**config.mk**
```make
export PLATFORM = sky130hd
export DESIGN_NAME = sspd_queue
export DESIGN_NICKNAME = d
export VERILOG_FILES = /design/src/design/sspd_pkg.sv /design/src/design/sspd_queue.sv
export VERILOG_INCLUDE_DIRS = /design/src /design/src/design
export SDC_FILE = /design/constraint.sdc
export NUM_CORES = 1
export LEC_CHECK = 0
export BUFFER_PORTS_ARGS = -buffer_cell sky130_fd_sc_hd__buf_2
export CAP_MARGIN = 20
export CORE_AREA = 10 10 161 163
export CTS_CLUSTER_SIZE = 20
export DETAILED_ROUTE_END_ITERATION = 8
export DIE_AREA = 0 0 171 173
export GPL_TIMING_DRIVEN = 0
export SLEW_MARGIN = 0
export SYNTH_ARGS = -nofsm -noshare
export SYNTH_HDL_FRONTEND = slang
export SYNTH_SLANG_ARGS = --single-unit
```
**constraint.sdc**
```tcl
create_clock -name clk -period 2.8 [get_ports clk]
set_input_delay 0.42 -clock clk [delete_from_list [all_inputs] [get_ports clk]]
set_output_delay 0.42 -clock clk [all_outputs]
set_load 0.05 [all_outputs]
```
**src/design/smoothed_slope_peak_detector_unit_defines.svh**
```systemverilog
// Assertion macros shared by the smoothed slope peak detector RTL.
// Each macro expects clk and rst_n to exist in the module that uses it.
`ifndef SMOOTHED_SLOPE_PEAK_DETECTOR_UNIT_DEFINES_SVH
`define SMOOTHED_SLOPE_PEAK_DETECTOR_UNIT_DEFINES_SVH

// Same-cycle implication, checked outside reset.
`define SSPD_ASSERT_IMP(label, ante, cons, msg) \
    label: assert property (@(posedge clk) disable iff (!rst_n) (ante) |-> (cons)) \
        else $error(msg);

// Next-cycle implication, checked outside reset.
`define SSPD_ASSERT_NXT(label, ante, cons, msg) \
    label: assert property (@(posedge clk) disable iff (!rst_n) (ante) |=> (cons)) \
        else $error(msg);

`endif

```
**src/design/sspd_pkg.sv**
```systemverilog
// Shared types and constants for the smoothed slope peak detector.
// No dependencies; every design module imports this package.
package sspd_pkg;

    localparam int SAMPLE_W    = 16;
    localparam int SLOPE_W     = 24;
    localparam int PEAK_W      = 23;
    localparam int GAIN_W      = 10;
    localparam int HOLD_W      = 8;
    localparam int CFG_IDX_W   = 2;
    localparam int CFG_DATA_W  = 23;
    localparam int QUEUE_DEPTH = 8;
    localparam int PTR_W       = $clog2(QUEUE_DEPTH);
    localparam int LEVEL_W     = $clog2(QUEUE_DEPTH + 1);

    localparam logic [PEAK_W-1:0] THRESHOLD_RESET = 23'd3686;
    localparam logic [GAIN_W-1:0] GAIN_RESET      = 10'd100;
    localparam logic [HOLD_W-1:0] HOLD_RESET      = 8'd7;
    localparam logic [HOLD_W-1:0] STEPS_MAX       = 8'd255;

    localparam logic signed [SLOPE_W-1:0] SLOPE_MAX = 24'sh7FFFFF;
    localparam logic signed [SLOPE_W-1:0] SLOPE_MIN = 24'sh800000;

    typedef enum logic [CFG_IDX_W-1:0] {
        CFG_PEAK_THRESHOLD = 2'd0,
        CFG_SLOPE_GAIN     = 2'd1,
        CFG_HOLD_COUNT     = 2'd2
    } cfg_index_t;

    typedef struct packed {
        logic [PEAK_W-1:0] peak_threshold;
        logic [GAIN_W-1:0] slope_gain;
        logic [HOLD_W-1:0] hold_count;
    } cfg_t;

    typedef struct packed {
        logic               empty;
        logic [LEVEL_W-1:0] level;
    } queue_status_t;

    typedef struct packed {
        logic signed [SLOPE_W-1:0] smoothed_slope;
        logic                      high_found;
        logic [PEAK_W-1:0]         high_peak;
        logic                      low_found;
        logic [PEAK_W-1:0]         low_peak;
    } result_t;

    typedef struct packed {
        logic [PEAK_W-1:0] running_max;
        logic [HOLD_W-1:0] steps;
    } tracker_t;

    typedef struct packed {
        tracker_t          state;
        logic              found;
        logic [PEAK_W-1:0] peak;
    } track_out_t;

endpackage

```
**src/design/sspd_queue.sv**
```systemverilog
// Small synchronous FIFO used between the detector stages and at the result side.
// Depends on sspd_pkg for the depth and the status struct.
`include "smoothed_slope_peak_detector_unit_defines.svh"

module sspd_queue
    import sspd_pkg::*;
#(
    parameter int WIDTH = 24
)
(
    input  logic             clk,
    input  logic             rst_n,
    input  logic             push,
    input  logic [WIDTH-1:0] push_data,
    input  logic             pop,
    output logic [WIDTH-1:0] pop_data,
    output queue_status_t    status
);

    logic [WIDTH-1:0]   mem_reg [QUEUE_DEPTH];
    logic [PTR_W-1:0]   wr_ptr_reg, wr_ptr_next;
    logic [PTR_W-1:0]   rd_ptr_reg, rd_ptr_next;
    logic [LEVEL_W-1:0] level_reg, level_next;

    always_comb
    begin
        wr_ptr_next = wr_ptr_reg;
        rd_ptr_next = rd_ptr_reg;
        level_next  = level_reg;
        if (push)
        begin
            wr_ptr_next = (wr_ptr_reg == PTR_W'(QUEUE_DEPTH - 1)) ? '0 : wr_ptr_reg + 1'b1;
        end
        if (pop)
        begin
            rd_ptr_next = (rd_ptr_reg == PTR_W'(QUEUE_DEPTH - 1)) ? '0 : rd_ptr_reg + 1'b1;
        end
        if (push && !pop)
        begin
            level_next = level_reg + 1'b1;
        end
        else if (!push && pop)
        begin
            level_next = level_reg - 1'b1;
        end
    end

    always_ff @(posedge clk or negedge rst_n)
    begin
        if (!rst_n)
        begin
            wr_ptr_reg <= '0;
            rd_ptr_reg <= '0;
            level_reg  <= '0;
        end
        else
        begin
            wr_ptr_reg <= wr_ptr_next;
            rd_ptr_reg <= rd_ptr_next;
            level_reg  <= level_next;
        end
    end

    always_ff @(posedge clk)
    begin
        if (push)
        begin
            mem_reg[wr_ptr_reg] <= push_data;
        end
    end

    assign pop_data     = mem_reg[rd_ptr_reg];
    assign status.empty = (level_reg == '0);
    assign status.level = level_reg;

    `SSPD_ASSERT_IMP(a_queue_no_underflow, pop, level_reg != '0, "item popped from an empty queue")
    `SSPD_ASSERT_IMP(a_queue_ptr_match, level_reg == '0, wr_ptr_reg == rd_ptr_reg, "queue pointers disagree with level")

endmodule

```
==> results.md <==
* Post-synthesis sequential area ratio at 0.749
* Synthesized cell area at roughly 0.008 sq mm
* Pre-CTS setup slack at 289 ps
* CP max FO at 10
* Worst slew margin at 0.400
* Vias in the first global route at 4,010
* Worst setup SP type: flip-flop
* Wire per inst at ~22 um
* CP arrival at 2270 ps
* Status: finished clean
* CTS sink count at 202
* Final HPWL DP at 9790 um
* Worst min-delay path class: in -> reg
* Syn nets at between 300 and 400
* Worst-margin pin slew at ~900 ps
* Crit share post-route at 0.959
* Worst R2R Path Depth at 4
* CTS tree: done
* Area delta synth->final at 17.3%
* Initial DRC count at 237
* Pleak at roughly 0.0032 uW
* Util after Layout at 0.418
* Worst Hold End: mem_reg[0][3]
* Final worst slack at 115 ps
* GR Overflow Total at 0
* Initial core utilization at 0.356
* R2r setup slk at 670 ps
* Worst skew pair latency at 500 ps
* Largest net degree at the start of global routing at 25
* VDD IR-drop max at 0.537 mV
* Clock-pin slew on the worst setup and hold paths at 60 ps
* Maximum clock path buffer count at 3
* Cell variety after synth at 27
* Core Rows at 55
* Final total power at around 11,000 uW
* DP Area at 0.00878 sq mm
* Diodes inserted at 0
* MaxCap Viol Count at 0
* FF-to-FF Start: wr_ptr_reg[2]
* Final antenna-violating net count at 0
* Area contributors post-synth: edfxtp_1, mux4_1, mux2_2, dfrtp_1, ha_1
* Remaining DRCs at 0
* CORE AREA at between 0.02 and 0.025 sq mm
* Fmax at 0.372 GHz
* All-layer global routing usage at 0.107
* DR pass1 iterations at 4
* Kind of critical path: reg -> out
* Fin area at 0.00943 sq mm
* Yosys warns at 0
* RSZ-0062 raised after global routing: no
* Initial antenna violation count at 0
* Area share of the largest cell type after synthesis at 0.718
* Slew Limit Fails at 0
* Die width at 171 um
* Synth Area per Inst at 23.4 sq um
* Pwr per Cell Area at 1110 mW/mm^2
* Layout cells sized above 1 at 0.319
* GP Congestion at between 0.7 and 0.8
* Clk root buf: clkbuf_16
* Layout Skew at 14.2 ps
* CP endpoint kind: primary output
* Synthesized flop and latch total at 202
* Cell accounting for the most synthesized area: edfxtp_1
* Hold path startpoint: push_data[3]
* Vias at approximately 3,700
* Most common library cells after synthesis: edfxtp_1, mux4_1, mux2_2
* Critical Path RT at 2380 ps
* Max FFs per register at 192
* Routed WL at 15,800 um
* Inserted Clock Buffers at 21
* Via/cell ratio at 5.02
* H-tree Lvls at 1
* Top FF cell, synth: edfxtp_1
* Min Tclk post-route at 2690 ps
* I/O Pins at 57
* First-pass GRT wire length at 23,900 um
* Count leader, synth: edfxtp_1
* Hold path cells at 1
* Fin. Hold Viols at 0
* Die ar. at 0.0296 sq mm
* FFs w/ async S/R, synth at 0.0495
* Reg2reg end: mem_reg[4][8]
* Synth Instances at 343
* Number of synthesized flops with an enable pin at 192
* Final number of setup-violating endpoints at 0
* Buffers added on ports at 56
* Final #Nets at around 460
* Die height at 173 um
==> logic make-up after synthesis <==
family                   after synthesis  share of synthesized area
AND/OR/NAND/NOR                       26                     0.0160
multiplexers                          78                      0.198
buffers and inverters                 19                     0.0149
flip-flops                           202                      0.749
XOR/XNOR                               2                    0.00218
AO/OA/AOI/OAI                          8                    0.00638
adder cells (fa/ha/maj)                8                     0.0134
==> worst max-delay path by stage <==
stage	start	end	slack [ps]	cells past startpoint
6_report	rd_ptr_reg[0]	pop_data[3]	110	5
5_1_grt	rd_ptr_reg[0]	pop_data[14]	20	5
4_1_cts	rd_ptr_reg[0]	pop_data[14]	70	5
3_5_place_dp	push	mem_reg[4][5]	290	5
3_3_place_gp	push	mem_reg[0][5]	-1600	3
2_1_floorplan	wr_ptr_reg[2]	mem_reg[0][0]	120	2
==> worst max-delay path: stages (launching register included) <==
cell and delay, ps:
dfrtp_1 360, buf_6 130, buf_6 170, mux4_1 580, mux2_2 310, buf_2 220
==> power by group <==
part           total, uW  internal, uW  switching [uW]
Clock               2550          1470            1080
Combinational       3980          1430            2550
Sequential          3970          3800             163
Total              10500          6710            3800
==> area by class of cell <==
type,instances,area [sq um]
Fill cell,1977,13100
Sequential cell,202,6020
Multi-Input combinational cell,122,1950
Clock buffer,26,544
Tap cell,285,357
Timing Repair Buffer,62,343
Buffer,15,116
Clock inverter,11,81.3
Inverter,4,15.0
==> routing by layer <==
metal  vias to the layer above  part of all wire  GRT usage
met5                         -                 0          0
met4                         0             0.025     0.0410
met3                        28             0.037     0.0164
met2                        78              0.51      0.181
met1                      1887              0.42      0.134
li1                       1659                 -          -
==> through the flow <==
step           std cells  hold slack, ps  setup TNS, ps
2_1_floorplan        343             124              0
3_3_place_gp         684             303        -121290
3_5_place_dp         689             310              0
4_1_cts              727             163              0
5_1_grt              727             190              0
6_report             727             181              0
==> placed cells by master, fill, tap and decap left out, types with 2 or more instances in the layout <==
cell       netlist  routed
edfxtp_1       192     192
buf_2            3      60
mux4_1          47      47
mux2_2          29      29
clkbuf_16        0      21
buf_6            6      10
dfrtp_1         10      10
ha_1             7       7
nor2_4           0       6
clkbuf_1         3       6
nand2_1          5       5
inv_1            4       4
clkinv_2         0       4
clkinv_1         0       4
buf_4            0       3
o21ai_0          3       3
nand3b_1         3       3
clkbuf_2         0       2
nand2b_1         2       2
nor3_2           0       2
xnor2_1          2       2
nor2_1           8       2
a21oi_1          2       2
o211ai_1         2       2
nand3_1          2       2
==> what timing repair did <==
item,CTS,global route
resized for setup,7,0
hold endpoints to repair,10,0
setup buffers,0,0
hold buffers,1,0
setup endpoints to repair,20,0
No activity file was read; power rests on OpenSTA's default activity.
