$ cat config.mk
export PLATFORM = sky130hd
export DESIGN_NAME = sspd_front
export DESIGN_NICKNAME = d
export VERILOG_FILES = /design/src/design/sspd_pkg.sv /design/src/design/sspd_cdiv.sv /design/src/design/sspd_front.sv
export VERILOG_INCLUDE_DIRS = /design/src /design/src/design
export SDC_FILE = /design/constraint.sdc
export NUM_CORES = 1
export LEC_CHECK = 0
export BUFFER_PORTS_ARGS = -buffer_cell sky130_fd_sc_hd__buf_2
export CORE_ASPECT_RATIO = 2
export CORE_MARGIN = 4
export CORE_UTILIZATION = 45
export DETAILED_ROUTE_END_ITERATION = 7
export GPL_TIMING_DRIVEN = 0
export MAX_ROUTING_LAYER = met4
export PLACE_DENSITY = 0.63
export SYNTH_ARGS = -nofsm -noshare
export SYNTH_HDL_FRONTEND = slang
export SYNTH_SLANG_ARGS = --single-unit
export TNS_END_PERCENT = 10
$ cat constraint.sdc
create_clock -name clk -period 17.07 [get_ports clk]
set_clock_uncertainty 0.05 [all_clocks]
set_input_delay 3.414 -clock clk [delete_from_list [all_inputs] [get_ports clk]]
set_output_delay 3.414 -clock clk [all_outputs]
set_load 0.1 [all_outputs]
$ cat src/design/smoothed_slope_peak_detector_unit_defines.svh
// Assertion macros shared by the smoothed slope peak detector RTL.
// Each macro expects clk and rst_n to exist in the module that uses it.
`ifndef SMOOTHED_SLOPE_PEAK_DETECTOR_UNIT_DEFINES_SVH
`define SMOOTHED_SLOPE_PEAK_DETECTOR_UNIT_DEFINES_SVH

// Same-cycle implication, checked outside reset.
`define SSPD_ASSERT_IMP(label, ante, cons, msg) \
    label: assert property (@(posedge clk) disable iff (!rst_n) (ante) |-> (cons)) \
        else $error(msg);

// Next-cycle implication, checked outside reset.
`define SSPD_ASSERT_NXT(label, ante, cons, msg) \
    label: assert property (@(posedge clk) disable iff (!rst_n) (ante) |=> (cons)) \
        else $error(msg);

`endif

$ cat src/design/sspd_pkg.sv
// Shared types and constants for the smoothed slope peak detector.
// No dependencies; every design module imports this package.
package sspd_pkg;

    localparam int SAMPLE_W    = 16;
    localparam int SLOPE_W     = 24;
    localparam int PEAK_W      = 23;
    localparam int GAIN_W      = 10;
    localparam int HOLD_W      = 8;
    localparam int CFG_IDX_W   = 2;
    localparam int CFG_DATA_W  = 23;
    localparam int QUEUE_DEPTH = 8;
    localparam int PTR_W       = $clog2(QUEUE_DEPTH);
    localparam int LEVEL_W     = $clog2(QUEUE_DEPTH + 1);

    localparam logic [PEAK_W-1:0] THRESHOLD_RESET = 23'd3686;
    localparam logic [GAIN_W-1:0] GAIN_RESET      = 10'd100;
    localparam logic [HOLD_W-1:0] HOLD_RESET      = 8'd7;
    localparam logic [HOLD_W-1:0] STEPS_MAX       = 8'd255;

    localparam logic signed [SLOPE_W-1:0] SLOPE_MAX = 24'sh7FFFFF;
    localparam logic signed [SLOPE_W-1:0] SLOPE_MIN = 24'sh800000;

    typedef enum logic [CFG_IDX_W-1:0] {
        CFG_PEAK_THRESHOLD = 2'd0,
        CFG_SLOPE_GAIN     = 2'd1,
        CFG_HOLD_COUNT     = 2'd2
    } cfg_index_t;

    typedef struct packed {
        logic [PEAK_W-1:0] peak_threshold;
        logic [GAIN_W-1:0] slope_gain;
        logic [HOLD_W-1:0] hold_count;
    } cfg_t;

    typedef struct packed {
        logic               empty;
        logic [LEVEL_W-1:0] level;
    } queue_status_t;

    typedef struct packed {
        logic signed [SLOPE_W-1:0] smoothed_slope;
        logic                      high_found;
        logic [PEAK_W-1:0]         high_peak;
        logic                      low_found;
        logic [PEAK_W-1:0]         low_peak;
    } result_t;

    typedef struct packed {
        logic [PEAK_W-1:0] running_max;
        logic [HOLD_W-1:0] steps;
    } tracker_t;

    typedef struct packed {
        tracker_t          state;
        logic              found;
        logic [PEAK_W-1:0] peak;
    } track_out_t;

endpackage

$ cat src/design/sspd_cdiv.sv
// Two-stage signed divide by a constant, truncating toward zero.
// Uses a reciprocal multiply that is exact over the whole input range; needs sspd_pkg.
module sspd_cdiv
    import sspd_pkg::*;
#(
    parameter int IN_W    = 19,
    parameter int DIVISOR = 5
)
(
    input  logic                   clk,
    input  logic                   rst_n,
    input  logic                   in_valid,
    input  logic signed [IN_W-1:0] in_data,
    output logic                   out_valid,
    output logic signed [IN_W-1:0] out_data
);

    // With SHIFT at least the magnitude width plus log2 of the divisor, the
    // rounded-up reciprocal gives the exact floor quotient for every magnitude.
    localparam int SHIFT  = IN_W + $clog2(DIVISOR);
    localparam int PROD_W = IN_W + SHIFT;
    localparam logic [SHIFT-1:0] RECIP =
        SHIFT'(((64'd1 << SHIFT) + 64'(DIVISOR) - 64'd1) / 64'(DIVISOR));

    logic [IN_W-1:0]          mag;
    logic [PROD_W-1:0]        prod_next, prod_reg;
    logic                     neg_reg;
    logic                     v1_reg, v2_reg;
    logic [IN_W-1:0]          quot;
    logic signed [IN_W-1:0]   out_next, out_reg;

    assign mag       = in_data[IN_W-1] ? IN_W'(-in_data) : IN_W'(in_data);
    assign prod_next = PROD_W'(mag) * PROD_W'(RECIP);
    assign quot      = prod_reg[SHIFT +: IN_W];
    assign out_next  = neg_reg ? -$signed(quot) : $signed(quot);

    always_ff @(posedge clk or negedge rst_n)
    begin
        if (!rst_n)
        begin
            v1_reg <= 1'b0;
            v2_reg <= 1'b0;
        end
        else
        begin
            v1_reg <= in_valid;
            v2_reg <= v1_reg;
        end
    end

    always_ff @(posedge clk)
    begin
        prod_reg <= prod_next;
        neg_reg  <= in_data[IN_W-1];
        out_reg  <= out_next;
    end

    assign out_valid = v2_reg;
    assign out_data  = out_reg;

endmodule

$ cat src/design/sspd_front.sv
// Front end: takes samples, forms the moving average and the gained slope.
// Depends on sspd_pkg and sspd_cdiv; writes slopes into the middle queue.
`include "smoothed_slope_peak_detector_unit_defines.svh"

module sspd_front
    import sspd_pkg::*;
#(
    parameter int SMOOTH_TAPS = 5
)
(
    input  logic                      clk,
    input  logic                      rst_n,
    input  logic                      push,
    output logic                      full,
    input  logic signed [SAMPLE_W-1:0] sample,
    input  logic [GAIN_W-1:0]         slope_gain,
    input  queue_status_t             q_status,
    output logic                      slope_push,
    output logic signed [SLOPE_W-1:0] slope_data
);

    localparam int WIN_D  = SMOOTH_TAPS - 1;
    localparam int SUM_W  = SAMPLE_W + $clog2(SMOOTH_TAPS);
    localparam int DIFF_W = SAMPLE_W + 1;
    localparam int PROD_W = DIFF_W + GAIN_W + 1;

    logic signed [SAMPLE_W-1:0] win_reg [WIN_D];
    logic signed [SUM_W-1:0]    sum_next, sum_reg;
    logic                       sum_vld_reg;
    logic                       accept;
    logic [LEVEL_W-1:0]         flight_reg, flight_next;
    logic [LEVEL_W:0]           occupancy;
    logic                       avg_vld;
    logic signed [SUM_W-1:0]    avg_full;
    logic signed [SAMPLE_W-1:0] avg;
    logic signed [SAMPLE_W-1:0] prev_avg_reg;
    logic signed [DIFF_W-1:0]   diff_reg;
    logic                       diff_vld_reg;
    logic signed [GAIN_W:0]     gain_s;
    logic signed [PROD_W-1:0]   prod;

    // Items in flight plus stored slopes never exceed the queue depth, so the
    // pipeline never has to stop once an item is in.
    assign occupancy = {1'b0, q_status.level} + {1'b0, flight_reg};
    assign full      = (occupancy >= (LEVEL_W + 1)'(QUEUE_DEPTH));
    assign accept    = push && !full;

    always_comb
    begin
        sum_next = SUM_W'(sample);
        for (int i = 0; i < WIN_D; i++)
        begin
            sum_next = sum_next + SUM_W'(win_reg[i]);
        end
    end

    always_comb
    begin
        flight_next = flight_reg;
        if (accept && !slope_push)
        begin
            flight_next = flight_reg + 1'b1;
        end
        else if (!accept && slope_push)
        begin
            flight_next = flight_reg - 1'b1;
        end
    end

    always_ff @(posedge clk or negedge rst_n)
    begin
        if (!rst_n)
        begin
            for (int i = 0; i < WIN_D; i++)
            begin
                win_reg[i] <= '0;
            end
            prev_avg_reg <= '0;
            sum_vld_reg  <= 1'b0;
            diff_vld_reg <= 1'b0;
            flight_reg   <= '0;
        end
        else
        begin
            if (accept)
            begin
                win_reg[0] <= sample;
                for (int i = 1; i < WIN_D; i++)
                begin
                    win_reg[i] <= win_reg[i-1];
                end
            end
            if (avg_vld)
            begin
                prev_avg_reg <= avg;
            end
            sum_vld_reg  <= accept;
            diff_vld_reg <= avg_vld;
            flight_reg   <= flight_next;
        end
    end

    always_ff @(posedge clk)
    begin
        if (accept)
        begin
            sum_reg <= sum_next;
        end
        if (avg_vld)
        begin
            diff_reg <= DIFF_W'(avg) - DIFF_W'(prev_avg_reg);
        end
    end

    sspd_cdiv #(
        .IN_W    (SUM_W),
        .DIVISOR (SMOOTH_TAPS)
    ) u_avg_div (
        .clk       (clk),
        .rst_n     (rst_n),
        .in_valid  (sum_vld_reg),
        .in_data   (sum_reg),
        .out_valid (avg_vld),
        .out_data  (avg_full)
    );

    assign avg = avg_full[SAMPLE_W-1:0];

    assign gain_s = $signed({1'b0, slope_gain});
    assign prod   = diff_reg * gain_s;

    always_comb
    begin
        if (prod > PROD_W'(SLOPE_MAX))
        begin
            slope_data = SLOPE_MAX;
        end
        else if (prod < PROD_W'(SLOPE_MIN))
        begin
            slope_data = SLOPE_MIN;
        end
        else
        begin
            slope_data = prod[SLOPE_W-1:0];
        end
    end

    assign slope_push = diff_vld_reg;

    `SSPD_ASSERT_IMP(a_front_no_overflow, slope_push, q_status.level != LEVEL_W'(QUEUE_DEPTH), "slope written into a full queue")

endmodule

==> metrics list, run 1 <==
* Status: finished, final reports clean
- Number of remaining DRC errors: 0
- The first detailed-routing pass ran for 6 iterations.
- Post-synthesis xor/xnor area fraction: 0.0443
- Overall global routing resource usage: 0.220
* Headroom to the max-slew limit: 0.315
* Max reg flops: 64
- The routed layout has 14,300 vias.
* Synth async-reset ratio: 0.561
- Share of synthesized cell area in full adder, half adder and majority cells: 0.453
- Min-delay worst type: flop to flop
- Critical path class: input pin to output port
- Number of DRC markers after the initial detailed-route iteration: 440
- Fraction of post-synthesis cell area in the top cell type by area: 0.303
- Counting stages on the worst path, the most repeated cell is fa_1.
- Worst r2r dst: u_avg_div.prod_reg[30]
- In the final layout, the share of cells above drive strength 1 is 0.0493.
- The number of buffers and inverters on the critical path is 7.
- fa_1 takes more of the synthesized area than any other cell.
* Number of diodes added for antenna fixing: 0
* Mean instance size in the synthesized netlist: 9.39 um^2
* Cell at the slowest stage of the critical path: o31ai_1
- Achievable frequency: 69.5 MHz
* Area post-placement: 21,100 um^2
- The final layout contains 2,797 nets.
- For this run, the slowest stage of the critical path takes 550 ps.
- Top delay family on crit path: adder cells
- Summed instance area of the synthesized netlist: 20,100 um^2
- 60 I/O pins were placed.
- Area fraction in and, or, nand and nor cells after synthesis: 0.125
- Setup crit start: slope_gain[3]
* Worst reg-to-reg path cell count: 24
- GRT Residual Overflow: 0
* Worst endpoint required time: 13,610 ps
- With fillers left out, the area of the finished cells amounts to 21,700 um^2.
* Time the final worst path needs with I/O delays and setup: 14,390 ps
- Summing all multi-input logic gate instances after layout gives 14,200 um^2.
* Cells traversed along the worst timing path: clkbuf_1 -> clkbuf_1 -> nand2_1 -> fa_1 -> fa_1 -> inv_1 -> fa_1 -> fa_1 -> inv_1 -> fa_1 -> inv_1 -> ha_1 -> a21o_1 -> a21oi_1 -> o21bai_1 -> o31ai_1 -> a21oi_1 -> a2111o_1 -> nand4_1 -> o31a_1 -> buf_2 -> o21ai_0 -> buf_2
* Reg area: 3940 um^2
- The floorplan has 109 rows.
- Die height: 307 um
- First-pass GRT wire length: 79.9 mm
- Synthesis produced 2,145 cells.
- After filler insertion, the fill cell instance count of the layout stands at 4,185.
- H-tree level count: 4
- Setup repair after global routing left no endpoint under its margin.
- Initial antenna violation count: 0
* Number of synthesized register bits: 157
- Remaining antenna violation count after routing: 0
- Across the run, the number of max-cap violations was 0.
- Area of the core: 44,200 um^2
* Clock root buffer: clkbuf_16
- The setup check on the worst reg-to-reg path leaves a slack of 9060 ps.
- When the netlist entered floorplanning its net count stood at 2,725.
- Peak fanout along the critical path: 10
* Transition time at the pin with the least slew margin: 1020 ps
- Final Slew Violations: 0
- The die is 158 um wide.
- Endpoint class of the critical path: output port
- Leading cell types by total area after synthesis: fa_1 30%, ha_1 15%, dfrtp_1 11%
* Total number of cells along the worst setup path: 23
- Summed over all nets, the half-perimeter wirelength after detailed placement is 43.0 mm.
- The worst register-to-register path begins at sum_reg[8].
* Pin count of the biggest net entering global routing: 65
* Main combinational cell family by area after synthesis: adder cells
* CTS tree: built
- The number of different library cells used by synthesis comes to 66.
- # clock sinks: 157
- The Yosys step of the flow raised 0 warnings.
- Latest clock arrival within the worst-skew pair: 450 ps
* Starting utilization of the core area: 0.456
- Setup violations remaining at the end of the flow were counted as 0.
* Critical Path Sink: slope_data[2]
- Of the synthesized area, sequential elements account for 0.196.
- Count of flip-flops with a built-in enable after synthesis: 36
- The portion of synthesized area spent on multiplexers is 0.00162.
* CTS-repair resized insts: 0
- Final weighted congestion in routability-driven placement: 0.964
* Period utilisation layout: 0.843
* Area growth from synthesis to layout: 7.77%
- The most used flip-flop cell after synthesis is dfrtp_1.
- Post-CTS Setup Bufs: 0
* Routed Wire Length: 48.5 mm
* Summed negative setup slack over all endpoints: 0 ps
* Maximum buffer depth of the clock tree: 2
* Post-CTS clock slew at the launch and capture registers of the worst setup and hold paths: 60 ps
- Total count of hold-check failures in the final report: 0
- The via count of the first global-routing pass is 16,400.
* Count of hold-fix buffers inserted at cts: 0
- The worst setup path is launched from an input pin.
* Average routed wire per standard cell: 17.4 um
- In the routed layout, each cell is associated on average with a via count of 5.14.
* Inserted Clock Buffers: 17
- Area of the die: 48,400 um^2
- In this run the tool buffered the top-level ports with 52 buffer cells.
- The area fraction in compound gates after synthesis came to 0.0805.
- Data arrives at the worst endpoint at 10,930 ps.
==> metal layers <==
layer	vias up	share of wire	GRT usage
met3	159	0.021	0.0239
met1	7092	0.28	0.168
li1	6784	-	-
met5	-	0	-
met2	268	0.61	0.448
met4	0	0.085	0.152
==> per-stage QoR <==
stage / setup WS [ps] / util / instances / hold WS [ps]
finish: 2680 / 0.491 / 2785 / 299
CTS: 2610 / 0.491 / 2785 / 301
floorplan: 1960 / - / 2145 / 281
global placement: 2690 / 0.477 / 2752 / 282
detailed placement: 2630 / 0.478 / 2753 / 286
global route: 2440 / 0.491 / 2785 / 304
==> cell families (layout without fill, tap and decap cells) <==
| group | after synthesis | after routing |
|---|---|---|
| xor+xnor | 101 | 101 |
| buf+inv | 534 | 619 |
| mux | 3 | 3 |
| simple gates | 559 | 559 |
| flops | 157 | 157 |
| fa+ha+maj | 546 | 546 |
| compound gates | 245 | 245 |
==> cell type report <==
class / count / area share
buffer: 62 / 0.0112
clock buffer: 17 / 0.0196
clock inverter: 15 / 0.00703
inverter: 472 / 0.0816
multi-input combinational: 1454 / 0.653
sequential: 157 / 0.182
tap: 555 / 0.0320
timing repair buffer: 53 / 0.0134
==> how the worst min path moves through the flow <==
stage / startpoint / to / slack [ps] / depth (start not counted)
floorplan: u_avg_div.v1_reg / u_avg_div.out_valid / 280 / 0
global placement: u_avg_div.v1_reg / u_avg_div.out_valid / 280 / 0
detailed placement: u_avg_div.v1_reg / u_avg_div.out_valid / 290 / 0
CTS: u_avg_div.v1_reg / u_avg_div.out_valid / 300 / 0
global route: u_avg_div.v1_reg / u_avg_div.out_valid / 300 / 0
finish: u_avg_div.v1_reg / u_avg_div.out_valid / 300 / 0
==> worst reg2reg max path, delay by kind of cell (launching register included) <==
family          cells  cell delay (ps)
compound gates      7             1980
flops               1              460
xor+xnor            1              150
buf+inv             4              260
fa+ha+maj           7             2980
simple gates        5             2050
==> synth_stat cells, drive strengths merged (14+ instances only) <==
| cell | n |
|---|---|
| xor2 | 22 |
| dfrtp | 88 |
| a21oi | 49 |
| and2 | 81 |
| ha | 241 |
| fa | 305 |
| o21ai | 82 |
| xnor2 | 79 |
| dfxtp | 33 |
| nand3 | 14 |
| a21o | 28 |
| nor2 | 52 |
| nand2 | 345 |
| o31ai | 16 |
| clkbuf | 56 |
| edfxtp | 36 |
| inv | 472 |
==> placed cells by master, fill, tap and decap left out, types with 11 or more instances in the layout <==
cell / netlist / final
o31ai_1: 15 / 15
o21ai_0: 79 / 79
a21o_1: 28 / 28
fa_1: 305 / 305
dfrtp_1: 88 / 88
ha_1: 241 / 241
clkbuf_16: 0 / 17
buf_2: 1 / 52
nand2_1: 345 / 345
nand3_1: 14 / 14
xor2_1: 22 / 22
a21oi_1: 49 / 49
edfxtp_1: 36 / 36
xnor2_1: 78 / 78
inv_1: 472 / 472
clkbuf_1: 55 / 54
dfxtp_1: 33 / 33
nor3_1: 11 / 11
nor2_1: 52 / 52
and2_1: 81 / 81
Power of run 1 is not shown: default switching activity piles up to over one toggle a cycle in this logic, so the estimate is an artifact.
==> inputs of run 2 (changes only) <==
- PLACE_DENSITY: 0.63 -> 0.65
- clock period: 17.07 -> 12.1 ns (I/O delays scaled with it)
==> metrics list, run 2 (synthesized netlist as in run 1, its figures left out) <==
* Status: finished, final reports clean
- WP buf/inv: 7 (unchanged)
- The worst hold slack after final layout was 302 ps (+2.58 ps).
* Latest clock arrival within the worst-skew pair: 450 ps (about the same)
* Cell at the slowest stage of the critical path: fa_1
- First-pass GRT wire length: 79.8 mm (-0.10%)
- H-tree level count: 4 (unchanged)
- Period utilisation layout: 0.978
- The number of hold buffers added after cts came to 0 (unchanged).
* Layout cells sized above 1: 0.0561 (+0.00673)
- Time the final worst path needs with I/O delays and setup: 11,840 ps
- Walking the worst path, the cells encountered are clkbuf_1 -> clkbuf_2 -> nand2_1 -> fa_1 -> inv_1 -> fa_1 -> fa_1 -> fa_1 -> inv_1 -> fa_1 -> inv_1 -> ha_1 -> a21o_1 -> a21o_1 -> a21oi_1 -> o2111ai_1 -> a211oi_2 -> nor2b_1 -> xnor2_1 -> o31a_2 -> clkbuf_2 -> o21ai_1 -> buf_2.
- The overall overflow remaining after global route came to 0 (unchanged).
- Number of DRC markers after the initial detailed-route iteration: 443 (+0.68%)
- The area of the core was 44,200 um^2 (unchanged).
* Summed negative setup slack over all endpoints: 0 ps (unchanged)
- The number of max-slew violations in the final report is 0 (unchanged).
- The number of iterations in the first detailed-routing pass was 5 (-1).
* Via count of the routed design: 14,400 (+0.40%)
- Broken down by cell family, the worst path's largest delay share belongs to adder cells.
- Max reg flops: 64 (unchanged)
* Initial antenna violation count: 0 (unchanged)
* Area of the die: 48,400 um^2 (unchanged)
- The max capacitance violation total was 0 (unchanged).
- STA classifies the critical path startpoint as an input pin.
- The library cells used most frequently in the layout, excluding fill and tap cells, are 472 x inv_1, 345 x nand2_1, 305 x fa_1.
* Min-delay worst type: flop to flop
* Routed Wire Length: 48.8 mm (+0.54%)
- The per-cell routed wire length is 17.5 um (+0.54%).
- The final antenna-violating net count is 0 (unchanged).
- Number of diodes added for antenna fixing: 0 (unchanged)
- Area post-placement: 21,100 um^2 (about the same)
- By startpoint and endpoint, the worst setup path is classified as input pin to output port.
- The x dimension of the die came to 158 um (unchanged).
- Die height: 307 um (unchanged)
* IO Count: 60 (unchanged)
- RSZ-0062 raised after global routing: no
* HPWL Detailed: 43.0 mm (about the same)
- TritonCTS built the clock tree.
* Core occupancy in the finished layout: 0.492 (+0.000821)
- STA classifies the critical path endpoint as an output port.
- Worst endpoint data arrival time: 9370 ps (-1560 ps)
* # clock sinks: 157 (unchanged)
- The tightest slew margin relative to the limit is 0.422 (+0.107).
- Number of remaining DRC errors: 0 (unchanged)
- Number of vias per cell after detailed routing: 5.16 (+0.40%)
* Overall global routing resource usage: 0.219 (-0.000661)
- Post-CTS Setup Bufs: 0 (unchanged)
- The count of endpoints failing hold in the final timing report was 0 (unchanged).
- In this run the clock root is driven by a clkbuf_16.
- Top cell by count, worst path: fa_1
- The number of buffers added by the clock tree synthesis step is 17 (unchanged).
* Finished Cell Area: 21,700 um^2 (+0.17%)
- Maximum buffer depth of the clock tree: 2 (unchanged)
- The slew of the pin with the lowest slew margin was 867 ps (-149 ps).
- Relative to the synthesized area, the layout overhead comes to 7.95%.
- The clock slew at the register clock pins of the worst setup and hold paths is 70 ps (about the same).
- Worst endpoint required time: 9630 ps (-3980 ps)
- The largest fanout on the critical path is 10 (unchanged).
* Rows: 109 (unchanged)
* Starting utilization of the core area: 0.456 (unchanged)
- The via count of the first global-routing pass was 16,400 (-0.34%).
- Final weighted congestion in routability-driven placement: 0.955 (-0.95%)
- The count of port buffers added during placement came to 52 (unchanged).
* Pin count of the biggest net entering global routing: 64 (-1.5%)
- The final-report setup violation count came to 0 (unchanged).
- Leading cell type in the layout, fill and taps excluded: inv_1
- Slowest stage delay, CP: 560 ps (about the same)
- Achievable frequency: 84.5 MHz
- The number of nets at the end of the flow is 2,797 (unchanged).
==> run 2: worst paths after layout <==
kind / slack (ps) / end / depth (start not counted) / startpoint
setup / recovery: 260 / slope_data[15] / 23 / slope_gain[7]
min in group asynchronous: 1840 / win_reg[10] / 1 / rst_n
setup reg to reg: 3890 / u_avg_div.prod_reg[30] / 24 / sum_reg[8]
hold / removal: 300 / u_avg_div.out_valid / 0 / u_avg_div.v1_reg
max in group asynchronous: 9500 / prev_avg_reg[6] / 2 / rst_n
hold reg to reg: 300 / u_avg_div.out_valid / 0 / u_avg_div.v1_reg
==> run 2: final cells by class <==
cell class / count / area [um^2]
timing repair buffer: 53 / 303
buffer: 62 / 258
fill: 4150 / 22500
tap: 555 / 694
sequential: 157 / 3940
inverter: 472 / 1770
clock inverter: 13 / 130
clock buffer: 19 / 443
multi-input combinational: 1454 / 14200
==> run 2: what timing repair did <==
item,CTS,global route
hold endpoints to repair,0,0
gates resized for setup,4,25
setup endpoints to repair,22,22
==> run 2: metal layers <==
layer / routed length, um / up-vias / track usage
met5: 0 / - / -
met4: 4310 / 0 / 0.155
met3: 951 / 173 / 0.0175
met2: 29700 / 273 / 0.443
met1: 13800 / 7126 / 0.173
li1: - / 6788 / -
==> run 2: worst register-to-register path: cells and delay by family (launching register included) <==
kind / cells / cell delay, ps
flip-flops: 1 / 440
AO/OA/AOI/OAI: 7 / 2130
adder cells (fa/ha/maj): 7 / 2990
buffers and inverters: 4 / 270
AND/OR/NAND/NOR: 5 / 2130
XOR/XNOR: 1 / 140
==> run 2: metrics by stage <==
stage,worst slack [ps],cells
after floorplan,-294,2145
after CTS,8.38,2785
after global routing,4.67,2785
after global placement,-203,2752
final,262,2785
after detailed placement,-256,2753
Power of run 2 is left out for the same reason.
